## config.mk

```make
export PLATFORM = sky130hd
export DESIGN_NAME = mtg_queue
export DESIGN_NICKNAME = d
export VERILOG_FILES = /design/src/design/mersenne_twister_generator_top_assert.svh /design/src/design/mtg_pkg.sv /design/src/design/mtg_queue.sv
export SDC_FILE = /design/constraint.sdc
export NUM_CORES = 1
export LEC_CHECK = 0
export BUFFER_PORTS_ARGS = -buffer_cell sky130_fd_sc_hd__buf_2
export CAP_MARGIN = 10
export CORE_ASPECT_RATIO = 1.1
export CORE_MARGIN = 2
export CORE_UTILIZATION = 44
export CTS_CLUSTER_DIAMETER = 30
export DETAILED_ROUTE_END_ITERATION = 12
export GPL_ROUTABILITY_DRIVEN = 1
export PLACE_DENSITY = 0.73
export SLEW_MARGIN = 25
export SYNTH_ARGS = -nofsm -noshare
export SYNTH_HDL_FRONTEND = slang
export SYNTH_SLANG_ARGS = --single-unit
```

## constraint.sdc

```tcl
create_clock -name clk_i -period 5 [get_ports clk_i]
set_input_delay 0.5 -clock clk_i [delete_from_list [all_inputs] [get_ports clk_i]]
set_output_delay 0.5 -clock clk_i [all_outputs]
set_load 0.02 [all_outputs]
```

## src/design/mersenne_twister_generator_top_assert.svh

```systemverilog
// assertion macros for the mt19937 generator
// used by mersenne_twister_generator_top, expects clk_i and rst_ni in scope
`ifndef MERSENNE_TWISTER_GENERATOR_TOP_ASSERT_SVH
`define MERSENNE_TWISTER_GENERATOR_TOP_ASSERT_SVH

// condition holds at every edge out of reset
`define MTG_ASSERT_ALWAYS(lbl, cond, msg) \
  lbl: assert property (@(posedge clk_i) disable iff (!rst_ni) (cond)) else $error(msg);

// antecedent implies consequent in the same cycle
`define MTG_ASSERT_IMPLY(lbl, ante, cons, msg) \
  lbl: assert property (@(posedge clk_i) disable iff (!rst_ni) (ante) |-> (cons)) \
    else $error(msg);

`endif

```

## src/design/mtg_pkg.sv

```systemverilog
// shared types, constants and functions of the mt19937 generator
// no dependencies
package mtg_pkg;

  typedef enum logic [1:0] {
    OP_SEED,
    OP_WORD,
    OP_FRAC,
    OP_NONE
  } op_e;

  typedef enum logic [1:0] {
    KIND_SEED = 2'd0,
    KIND_WORD = 2'd1,
    KIND_FRAC = 2'd2
  } kind_e;

  typedef struct packed {
    op_e         op;
    logic [31:0] key;
  } cmd_t;

  typedef struct packed {
    logic seeding;
    logic twisting;
  } status_t;

  typedef enum logic [3:0] {
    ST_IDLE,
    ST_FILL0,
    ST_FILL_MUL,
    ST_FILL_WR,
    ST_MIX_RD,
    ST_MIX_WR,
    ST_MIX_WRAP,
    ST_TOP,
    ST_DRAW,
    ST_DRAW_WAIT,
    ST_TW_START,
    ST_TW_LOAD,
    ST_TW_RD_NXT,
    ST_TW_RD_FAR,
    ST_TW_WR,
    ST_OUT
  } state_e;

  localparam logic [31:0] SEED_INIT = 32'd19650218;
  localparam logic [31:0] MULT_FILL = 32'd1812433253;
  localparam logic [31:0] MULT_MIX1 = 32'd1664525;
  localparam logic [31:0] MULT_MIX2 = 32'd1566083941;
  localparam logic [31:0] TWIST_XOR = 32'h9908b0df;
  localparam logic [31:0] TOP_BIT   = 32'h80000000;
  localparam logic [31:0] TEMPER_B  = 32'h9d2c5680;
  localparam logic [31:0] TEMPER_C  = 32'hefc60000;
  localparam int unsigned VALUE_W   = 53;

  function automatic logic [31:0] mix_back(input logic [31:0] w);
    return w ^ (w >> 30);
  endfunction

  function automatic logic [31:0] temper(input logic [31:0] w);
    logic [31:0] y;
    y = w ^ (w >> 11);
    y = y ^ ((y << 7) & TEMPER_B);
    y = y ^ ((y << 15) & TEMPER_C);
    y = y ^ (y >> 18);
    return y;
  endfunction

endpackage

```

## src/design/mtg_queue.sv

```systemverilog
// two-entry command queue between front and back
// depends on mtg_pkg
module mtg_queue (
  input  logic          clk_i,
  input  logic          rst_ni,
  input  logic          push_valid_i,
  output logic          push_ready_o,
  input  mtg_pkg::cmd_t push_cmd_i,
  output logic          pop_valid_o,
  input  logic          pop_ready_i,
  output mtg_pkg::cmd_t pop_cmd_o,
  output logic [1:0]    count_o
);

  mtg_pkg::cmd_t slot_q [2];
  logic          wr_q, wr_d, rd_q, rd_d;
  logic [1:0]    count_q, count_d;
  logic          push, pop;

  assign push_ready_o = (count_q != 2'd2);
  assign pop_valid_o  = (count_q != 2'd0);
  assign push         = push_valid_i && push_ready_o;
  assign pop          = pop_valid_o && pop_ready_i;
  assign pop_cmd_o    = slot_q[rd_q];
  assign count_o      = count_q;

  always_comb begin
    wr_d    = push ? !wr_q : wr_q;
    rd_d    = pop ? !rd_q : rd_q;
    count_d = count_q + {1'b0, push} - {1'b0, pop};
  end

  always_ff @(posedge clk_i or negedge rst_ni) begin
    if (!rst_ni) begin
      wr_q    <= 1'b0;
      rd_q    <= 1'b0;
      count_q <= 2'd0;
    end else begin
      wr_q    <= wr_d;
      rd_q    <= rd_d;
      count_q <= count_d;
    end
  end

  always_ff @(posedge clk_i) begin
    if (push) begin
      slot_q[wr_q] <= push_cmd_i;
    end
  end

endmodule

```

==> reports/metrics.yaml <==
setup_path:
  reg2reg_depth: 3
  start_kind: "flip-flop"
  worstPathMaxFanout: 34
  r2r_start: "count_o[0]"
  rrSetupSlack_ns: 3.11
  cp-end-kind: "output port"
  regToRegEndpoint: "slot_q[0][9]"
  critPathKind: "flip-flop to output port"
  critPathRequiredTime_ns: 4.50
  arrival_ns: 1.69
synthesis:
  syn-cell-area_um2: 2680
  syn-num-nets: 167
  yosysWarningCount: 0
  synth.avg_cell_area_um2: 20.9
  yosys.cell_types.count: 17
  synthCells: 128
  ys_seq_area_frac: 0.800
  synth-seq-cells: 72
layout:
  num-fill-cells: 475
  area_growth_pct: 23.6
  final_cell_mix: "75 x buf_2, 68 x edfxtp_1, 34 x mux2_2"
  finalInstanceArea_um2: 3310
  final_cells: 294
  antenna_cells: 0
  layout_commonest_cell: "buf_2"
  drive_gt1_frac: 0.590
  fin_nets: 251
clock_tree:
  clockBufferDepth: 2
  cts_resized: 0
  worst_skew_pair.late_latency_ns: 0.34
  postCtsSetupRepairBufs: 0
  htreeDepth: 3
  cts_tree: "done"
  cts.sinks: 72
  clockRootBuffer: "clkbuf_8"
  numCtsBuffers: 9
  hold_buffers: 1
  clk_pin_slew_worst_paths_ns: 0.07
worst_hold_path:
  worstHoldStart: "push_cmd_i[28]"
  min_path_cells: 1
  hold_path.class: "input pin to flip-flop"
  holdPathEnd: "slot_q[1][28]"
drt:
  highest_layer: "met4"
  routed_wirelength_um: 4250
  firstDrtPassIters: 4
  drcViolationCount: 0
  m1WireLength_um: 1840
  first_iter_violations: 58
  ant_nets: 0
  vias_per_cell: 4.68
  vias: 1376
  wl_met2_um: 1990
  route.met3.wl_um: 306
  post_drt_wl_per_cell_um: 14.5
place:
  postPlaceCellArea_um2: 3150
  place_inst: 277
  dp_hpwl_um: 2630
  numPortBuffers: 75
  gp_congestion: 0.661
timing:
  holdWs_ns: 0.348
  min_period_ns: 2.19
  final-setup-viol-count: 0
  finalHoldViolCount: 0
  slew_headroom: 0.355
  drv_slew: 0
  worst_pin_slew_ns: 0.966
  rsz0062_at_grt: "false"
  finClkSkew_ns: 0.00564
  fmax_mhz: 458
  fin_setup_tns_ns: 0
  fin_crit_sh: 0.437
grt:
  gr-total-overflow: 0
  grt_antenna_before_repair: 0
  grt_pass1_vias: 1383
  grt_max_degree: 35
  grt_pass1_wl_um: 6490
  grt_usage: 0.135
floorplan:
  dieWidth_um: 78.4
  die_area_um2: 6730
  ios: 76
  num_rows: 29
  core_area_um2: 5840
  start_util: 0.459
  fp.dieH_um: 85.8
power_and_ir_drop:
  p_leak_nw: 1.25
  power.density_nw_per_um2: 584
  max-vdd-ir-drop_v: 0.000482
run:
  cap_violations: 0
outcome:
  status: "finished, final reports clean"
worst max-delay path by stage:
stage,from,to,depth (start not counted)
after CTS,rd_q,pop_cmd_o[16],3
after floorplan,count_o[0],slot_q[0][0],3
final,rd_q,pop_cmd_o[16],3
after detailed placement,push_valid_i,slot_q[0][15],3
after global placement,push_valid_i,slot_q[0][15],3
after global routing,rd_q,pop_cmd_o[16],3
report_power, final:
part           internal (mW)  switching [mW]  total (mW)
sequential             0.829          0.0452       0.874
combinational          0.274           0.413       0.687
clock                  0.177           0.196       0.374
total                   1.28           0.654        1.93
synth_stat cells (all sizes together):
cell type,instances,area share
dfrtp,4,0.037
and4bb,1,0.0047
a311oi,1,0.0056
and2b,1,0.0033
o21ai,1,0.0019
and3,1,0.0028
nand2b,1,0.0023
ha,1,0.0047
buf,4,0.0075
edfxtp,68,0.76
mux2,34,0.14
o21ba,1,0.0037
nand2,2,0.0028
nor2,3,0.0042
xnor2,3,0.0098
or2,1,0.0023
nand3,1,0.0019
critical path, stage by stage, from the launching register on:
cell,delay (ns)
dfrtp_1,0.37
buf_4,0.41
mux2_2,0.40
buf_2,0.16
stage by stage:
step / utilization / worst slack (ns) / total power, mW
after floorplan: - / 2.18 / 1.37
after global placement: 0.538 / 3.05 / 1.58
after detailed placement: 0.538 / 3.05 / 1.59
after CTS: 0.567 / 2.77 / 1.96
after global routing: 0.567 / 2.72 / 2.03
final: 0.567 / 2.81 / 1.93
flip-flops by register name (all words and copies together) (netlist names):
register and flops:
wr_q 1, rd_q 1, count_o 2, slot_q 68
layout make-up:
cell class,instances,area (µm²),area share
multi-input combinational,52,524,0.158
clock inverter,4,21.3,0.00642
clock buffer,12,135,0.0408
timing repair buffer,77,393,0.119
sequential,72,2140,0.647
tap,77,96.3,0.0291
cells by family (layout without fill, tap and decap cells):
kind of cell	count (synthesis)	in the layout	synth area share
AO/OA/AOI/OAI	3	3	0.0112
XOR/XNOR	3	3	0.00981
adder cells (fa/ha/maj)	1	1	0.00467
buffers and inverters	4	93	0.00747
flip-flops	72	72	0.800
multiplexers	34	34	0.143
AND/OR/NAND/NOR	11	11	0.0243
per-layer routing:
| layer | global-route usage | up-vias |
|---|---|---|
| li1 | - | 671 |
| met1 | 0.157 | 641 |
| met3 | 0.0432 | 10 |
| met4 | 0.0957 | 0 |
| met2 | 0.212 | 54 |
| met5 | 0 | - |
Power figures use the tool's default switching activity.
