$ cat config.mk
export PLATFORM = sky130hd
export DESIGN_NAME = mtg_front
export DESIGN_NICKNAME = d
export VERILOG_FILES = /design/src/design/mersenne_twister_generator_top_assert.svh /design/src/design/mtg_pkg.sv /design/src/design/mtg_front.sv
export SDC_FILE = /design/constraint.sdc
export NUM_CORES = 1
export LEC_CHECK = 0
export BUFFER_PORTS_ARGS = -buffer_cell sky130_fd_sc_hd__buf_4
export CORE_MARGIN = 10
export CORE_UTILIZATION = 36
export DETAILED_ROUTE_END_ITERATION = 16
export PLACE_DENSITY = 0.85
export SLEW_MARGIN = 5
export SYNTH_ARGS = -nofsm -noshare
export SYNTH_HDL_FRONTEND = slang
export SYNTH_SLANG_ARGS = --single-unit
$ cat constraint.sdc
create_clock -name clk_i -period 1 [get_ports clk_i]
set_input_delay 0.05 -clock clk_i [delete_from_list [all_inputs] [get_ports clk_i]]
set_output_delay 0.05 -clock clk_i [all_outputs]
set_load 0.005 [all_outputs]
$ cat src/design/mersenne_twister_generator_top_assert.svh
// assertion macros for the mt19937 generator
// used by mersenne_twister_generator_top, expects clk_i and rst_ni in scope
`ifndef MERSENNE_TWISTER_GENERATOR_TOP_ASSERT_SVH
`define MERSENNE_TWISTER_GENERATOR_TOP_ASSERT_SVH

// condition holds at every edge out of reset
`define MTG_ASSERT_ALWAYS(lbl, cond, msg) \
  lbl: assert property (@(posedge clk_i) disable iff (!rst_ni) (cond)) else $error(msg);

// antecedent implies consequent in the same cycle
`define MTG_ASSERT_IMPLY(lbl, ante, cons, msg) \
  lbl: assert property (@(posedge clk_i) disable iff (!rst_ni) (ante) |-> (cons)) \
    else $error(msg);

`endif

$ cat src/design/mtg_pkg.sv
// shared types, constants and functions of the mt19937 generator
// no dependencies
package mtg_pkg;

  typedef enum logic [1:0] {
    OP_SEED,
    OP_WORD,
    OP_FRAC,
    OP_NONE
  } op_e;

  typedef enum logic [1:0] {
    KIND_SEED = 2'd0,
    KIND_WORD = 2'd1,
    KIND_FRAC = 2'd2
  } kind_e;

  typedef struct packed {
    op_e         op;
    logic [31:0] key;
  } cmd_t;

  typedef struct packed {
    logic seeding;
    logic twisting;
  } status_t;

  typedef enum logic [3:0] {
    ST_IDLE,
    ST_FILL0,
    ST_FILL_MUL,
    ST_FILL_WR,
    ST_MIX_RD,
    ST_MIX_WR,
    ST_MIX_WRAP,
    ST_TOP,
    ST_DRAW,
    ST_DRAW_WAIT,
    ST_TW_START,
    ST_TW_LOAD,
    ST_TW_RD_NXT,
    ST_TW_RD_FAR,
    ST_TW_WR,
    ST_OUT
  } state_e;

  localparam logic [31:0] SEED_INIT = 32'd19650218;
  localparam logic [31:0] MULT_FILL = 32'd1812433253;
  localparam logic [31:0] MULT_MIX1 = 32'd1664525;
  localparam logic [31:0] MULT_MIX2 = 32'd1566083941;
  localparam logic [31:0] TWIST_XOR = 32'h9908b0df;
  localparam logic [31:0] TOP_BIT   = 32'h80000000;
  localparam logic [31:0] TEMPER_B  = 32'h9d2c5680;
  localparam logic [31:0] TEMPER_C  = 32'hefc60000;
  localparam int unsigned VALUE_W   = 53;

  function automatic logic [31:0] mix_back(input logic [31:0] w);
    return w ^ (w >> 30);
  endfunction

  function automatic logic [31:0] temper(input logic [31:0] w);
    logic [31:0] y;
    y = w ^ (w >> 11);
    y = y ^ ((y << 7) & TEMPER_B);
    y = y ^ ((y << 15) & TEMPER_C);
    y = y ^ (y >> 18);
    return y;
  endfunction

endpackage

$ cat src/design/mtg_front.sv
// input stage: takes stream items and turns the kind into an operation
// depends on mtg_pkg
module mtg_front (
  input  logic          clk_i,
  input  logic          rst_ni,
  input  logic          in_valid_i,
  output logic          in_ready_o,
  input  logic [1:0]    kind_i,
  input  logic [31:0]   seed_word_i,
  output logic          cmd_valid_o,
  input  logic          cmd_ready_i,
  output mtg_pkg::cmd_t cmd_o
);

  logic          valid_q, valid_d;
  mtg_pkg::cmd_t cmd_q, cmd_d;
  mtg_pkg::op_e  op;

  always_comb begin
    case (kind_i)
      mtg_pkg::KIND_SEED: op = mtg_pkg::OP_SEED;
      mtg_pkg::KIND_WORD: op = mtg_pkg::OP_WORD;
      mtg_pkg::KIND_FRAC: op = mtg_pkg::OP_FRAC;
      default:            op = mtg_pkg::OP_NONE;
    endcase
  end

  assign in_ready_o = !valid_q || cmd_ready_i;

  always_comb begin
    valid_d = valid_q && !cmd_ready_i;
    cmd_d   = cmd_q;
    if (in_valid_i && in_ready_o) begin
      valid_d    = 1'b1;
      cmd_d.op   = op;
      cmd_d.key  = seed_word_i;
    end
  end

  always_ff @(posedge clk_i or negedge rst_ni) begin
    if (!rst_ni) begin
      valid_q <= 1'b0;
    end else begin
      valid_q <= valid_d;
    end
  end

  always_ff @(posedge clk_i) begin
    cmd_q <= cmd_d;
  end

  assign cmd_valid_o = valid_q;
  assign cmd_o       = cmd_q;

endmodule

==> flow_summary.json <==
{
  "drtPass1Iterations": 4,
  "grt_usage_pct": 13.42,
  "ant_nets": 0,
  "syn_to_final_growth_pct": 97.57,
  "clock-sinks": 35,
  "rsz0062_at_grt": "true",
  "finalHoldViolations": 0,
  "drcViolationCount": 0,
  "fmax_mhz": 888.7,
  "grt_pass1_vias": 1009,
  "tightest_slew_ps": 144.5,
  "critPathArrivalTime_ps": 1170,
  "critPathCaptureType": "flop",
  "ys_types": 6,
  "yosysTopAreaCellShare_pct": 94.34,
  "drv_slew": 0,
  "setup_violations": 36,
  "crit_type": "flop to flop",
  "root_buffer": "clkbuf_4",
  "synth_common_cells": "34 x edfxtp_1, 2 x clkbuf_1",
  "place_area_sq_um": 1717,
  "vias": 834,
  "fillers": 154,
  "vias_per_cell": 4.389,
  "regArea_sq_um": 1046,
  "violations": "setup timing",
  "synth-edff-count": 34,
  "startpoint_type": "flop",
  "ys_warn_count": 0,
  "synth_top_area_cell": "edfxtp_1",
  "grt_pass1_wl_um": 5409,
  "syn_area_sq_um": 1082,
  "period_share_pct": 112.5,
  "grt_max_degree": 19,
  "synth-main-ff-cell": "edfxtp_1",
  "peakVddDrop_mv": 1.152,
  "final_nets": 196,
  "cp_data_required_time_ps": 1040,
  "drive_gt1_share_pct": 54.09,
  "p_sw_w": 0.0006245,
  "synthAdderAreaFrac_pct": 0,
  "cts_tree": "done",
  "period_needed_ps": 1125,
  "grt_overflow_total": 0,
  "yosysSeqAreaShare_pct": 96.65,
  "synth_fp_nets": 78,
  "fp.dieH_um": 74.83,
  "fin_area_sq_um": 2138,
  "maxSlewHeadroom_pct": 90.37,
  "num_rows": 19,
  "ioPinCount": 74,
  "ys_ff_latch": 35,
  "synth-simple-area-share_pct": 2.659,
  "port_buffers": 73,
  "core_sq_um": 2805,
  "async_reset_ff_share_pct": 2.857,
  "p_per_area_nw_per_um2": 1360,
  "multi_input_comb_area_sq_um": 28.78,
  "p_int_w": 0.002284,
  "antenna_found_initial": 0,
  "design.die.area_sq_um": 5600,
  "clk_pin_slew_ps": 100,
  "cts_buffer_depth": 2,
  "layout_setup_ws_ps": -125.2,
  "wl_um": 3618,
  "critPathMaxFanout": 18,
  "synth_compound_gate_area_share_pct": 0,
  "maxCapViolCount": 0,
  "ys_top_cells_by_area": "edfxtp_1 94%, dfrtp_1 2.3%, nand2b_4 1.3%, and2_4 0.81%, clkbuf_1 0.69%",
  "start_util_pct": 38.58,
  "synth_top_family_by_area": "simple AND/OR/NAND/NOR gates",
  "syn_area_per_cell_sq_um": 27.06,
  "p_seq_share_pct": 59.6,
  "synth_xor_xnor_area_share_pct": 0,
  "p_leak_nw": 0.9093,
  "tns_ps": -3924,
  "p_comb_share_pct": 15.5,
  "gp_congestion": 0.6958,
  "skew_ps": 15.76,
  "drt-initial-drc-count": 12,
  "synthMuxAreaShare_pct": 0,
  "clock_latency_ps": 340,
  "htreeDepth": 2,
  "swShare_pct": 21.47,
  "min_path_type": "input pin to async pin",
  "postSynthCellCount": 40,
  "post_drt_wl_per_cell_um": 19.04,
  "status": "finished, violations left",
  "numCtsBuffers": 5,
  "yosysMostFrequentCell": "edfxtp_1",
  "die_w_um": 74.83,
  "pwr-share-clk_pct": 25.0,
  "n_antenna_cell": 0
}
[routing by layer]
layer / track usage, % / vias to the layer above / share of wire (%)
li1: - / 392 / -
met1: 14.18 / 370 / 38
met2: 20.10 / 63 / 44
met3: 9.461 / 9 / 15
met4: 6.092 / 0 / 2.7
met5: 0 / - / 0
[through the flow]
stage	power, W	instances	hold WS (ps)	utilization, %	setup WS (ps)
5_1_grt	0.003015	190	51.10	76.23	-168.4
2_1_floorplan	0.001809	40	-245.6	-	-177.1
3_5_place_dp	0.002089	146	-170.5	61.20	-100.1
3_3_place_gp	0.002076	146	-174.3	61.20	-71.86
6_report	0.002909	190	51.85	76.23	-125.2
4_1_cts	0.002906	190	9.220	76.09	-119.6
[state kept, by name, summed over array words and instances (netlist names)]
register     count
cmd_o           34
cmd_valid_o      1
[logic make-up (layout without fill, tap and decap cells)]
| logic type | count (synthesis) | in the layout |
|---|---|---|
| and+or+nand+nor | 3 | 3 |
| buffers and inverters | 2 | 121 |
| DFF | 35 | 35 |
[critical path, stage by stage (launching register included)]
cell,delay [ps]
dfrtp_1,430
nand2b_4,90
and2_4,170
buf_12,150
[area by class of cell]
type | count | share of cell area, %
sequential | 35 | 48.92
clock buffer | 6 | 1.931
multi-input combinational | 3 | 1.346
clock inverter | 2 | 0.5851
tap | 31 | 1.814
timing repair buffer | 113 | 45.41
[power by group through the flow]
stage	Sequential (W)	Clock, W	Combinational (W)
3_5_place_dp	0.00176	0	0.000327
6_report	0.00173	0.000726	0.000450
3_3_place_gp	0.00176	0	0.000318
4_1_cts	0.00173	0.000735	0.000443
2_1_floorplan	0.00177	0	0.0000387
5_1_grt	0.00174	0.000793	0.000481
[path summary, 6_finish.rpt]
| path | slack [ps] | start | endpoint | depth (start not counted) |
|---|---|---|---|---|
| worst max register to register | -130 | cmd_valid_o | cmd_o[28] | 3 |
| max in group asynchronous | 870 | rst_ni | cmd_valid_o | 2 |
| worst min register to register | 700 | cmd_valid_o | cmd_valid_o | 3 |
| min in group clk_i | 110 | cmd_ready_i | cmd_valid_o | 4 |
| worst min-delay path | 50 | rst_ni | cmd_valid_o | 2 |
| worst max-delay path | -130 | cmd_valid_o | cmd_o[28] | 3 |
[timing repair]
action,in CTS,in global routing
hold endpoints to repair,36,0
gates cloned,0,0
buffers inserted,0,0
gates resized for setup,1,1
pin swaps,0,0
hold buffers,36,0
endpoints found under the setup margin,36,37
[cell usage in the layout, fill, tap and decap left out]
cell type      count
buf_6              2
clkbuf_1           1
dfrtp_1            1
buf_4             73
clkinvlp_4         1
buf_12             2
dlygate4sd3_1     36
and2_4             1
edfxtp_1          34
clkbuf_4           5
nand2b_1           1
clkinv_2           1
nand2b_4           1
(Power assumes the default switching activity.)
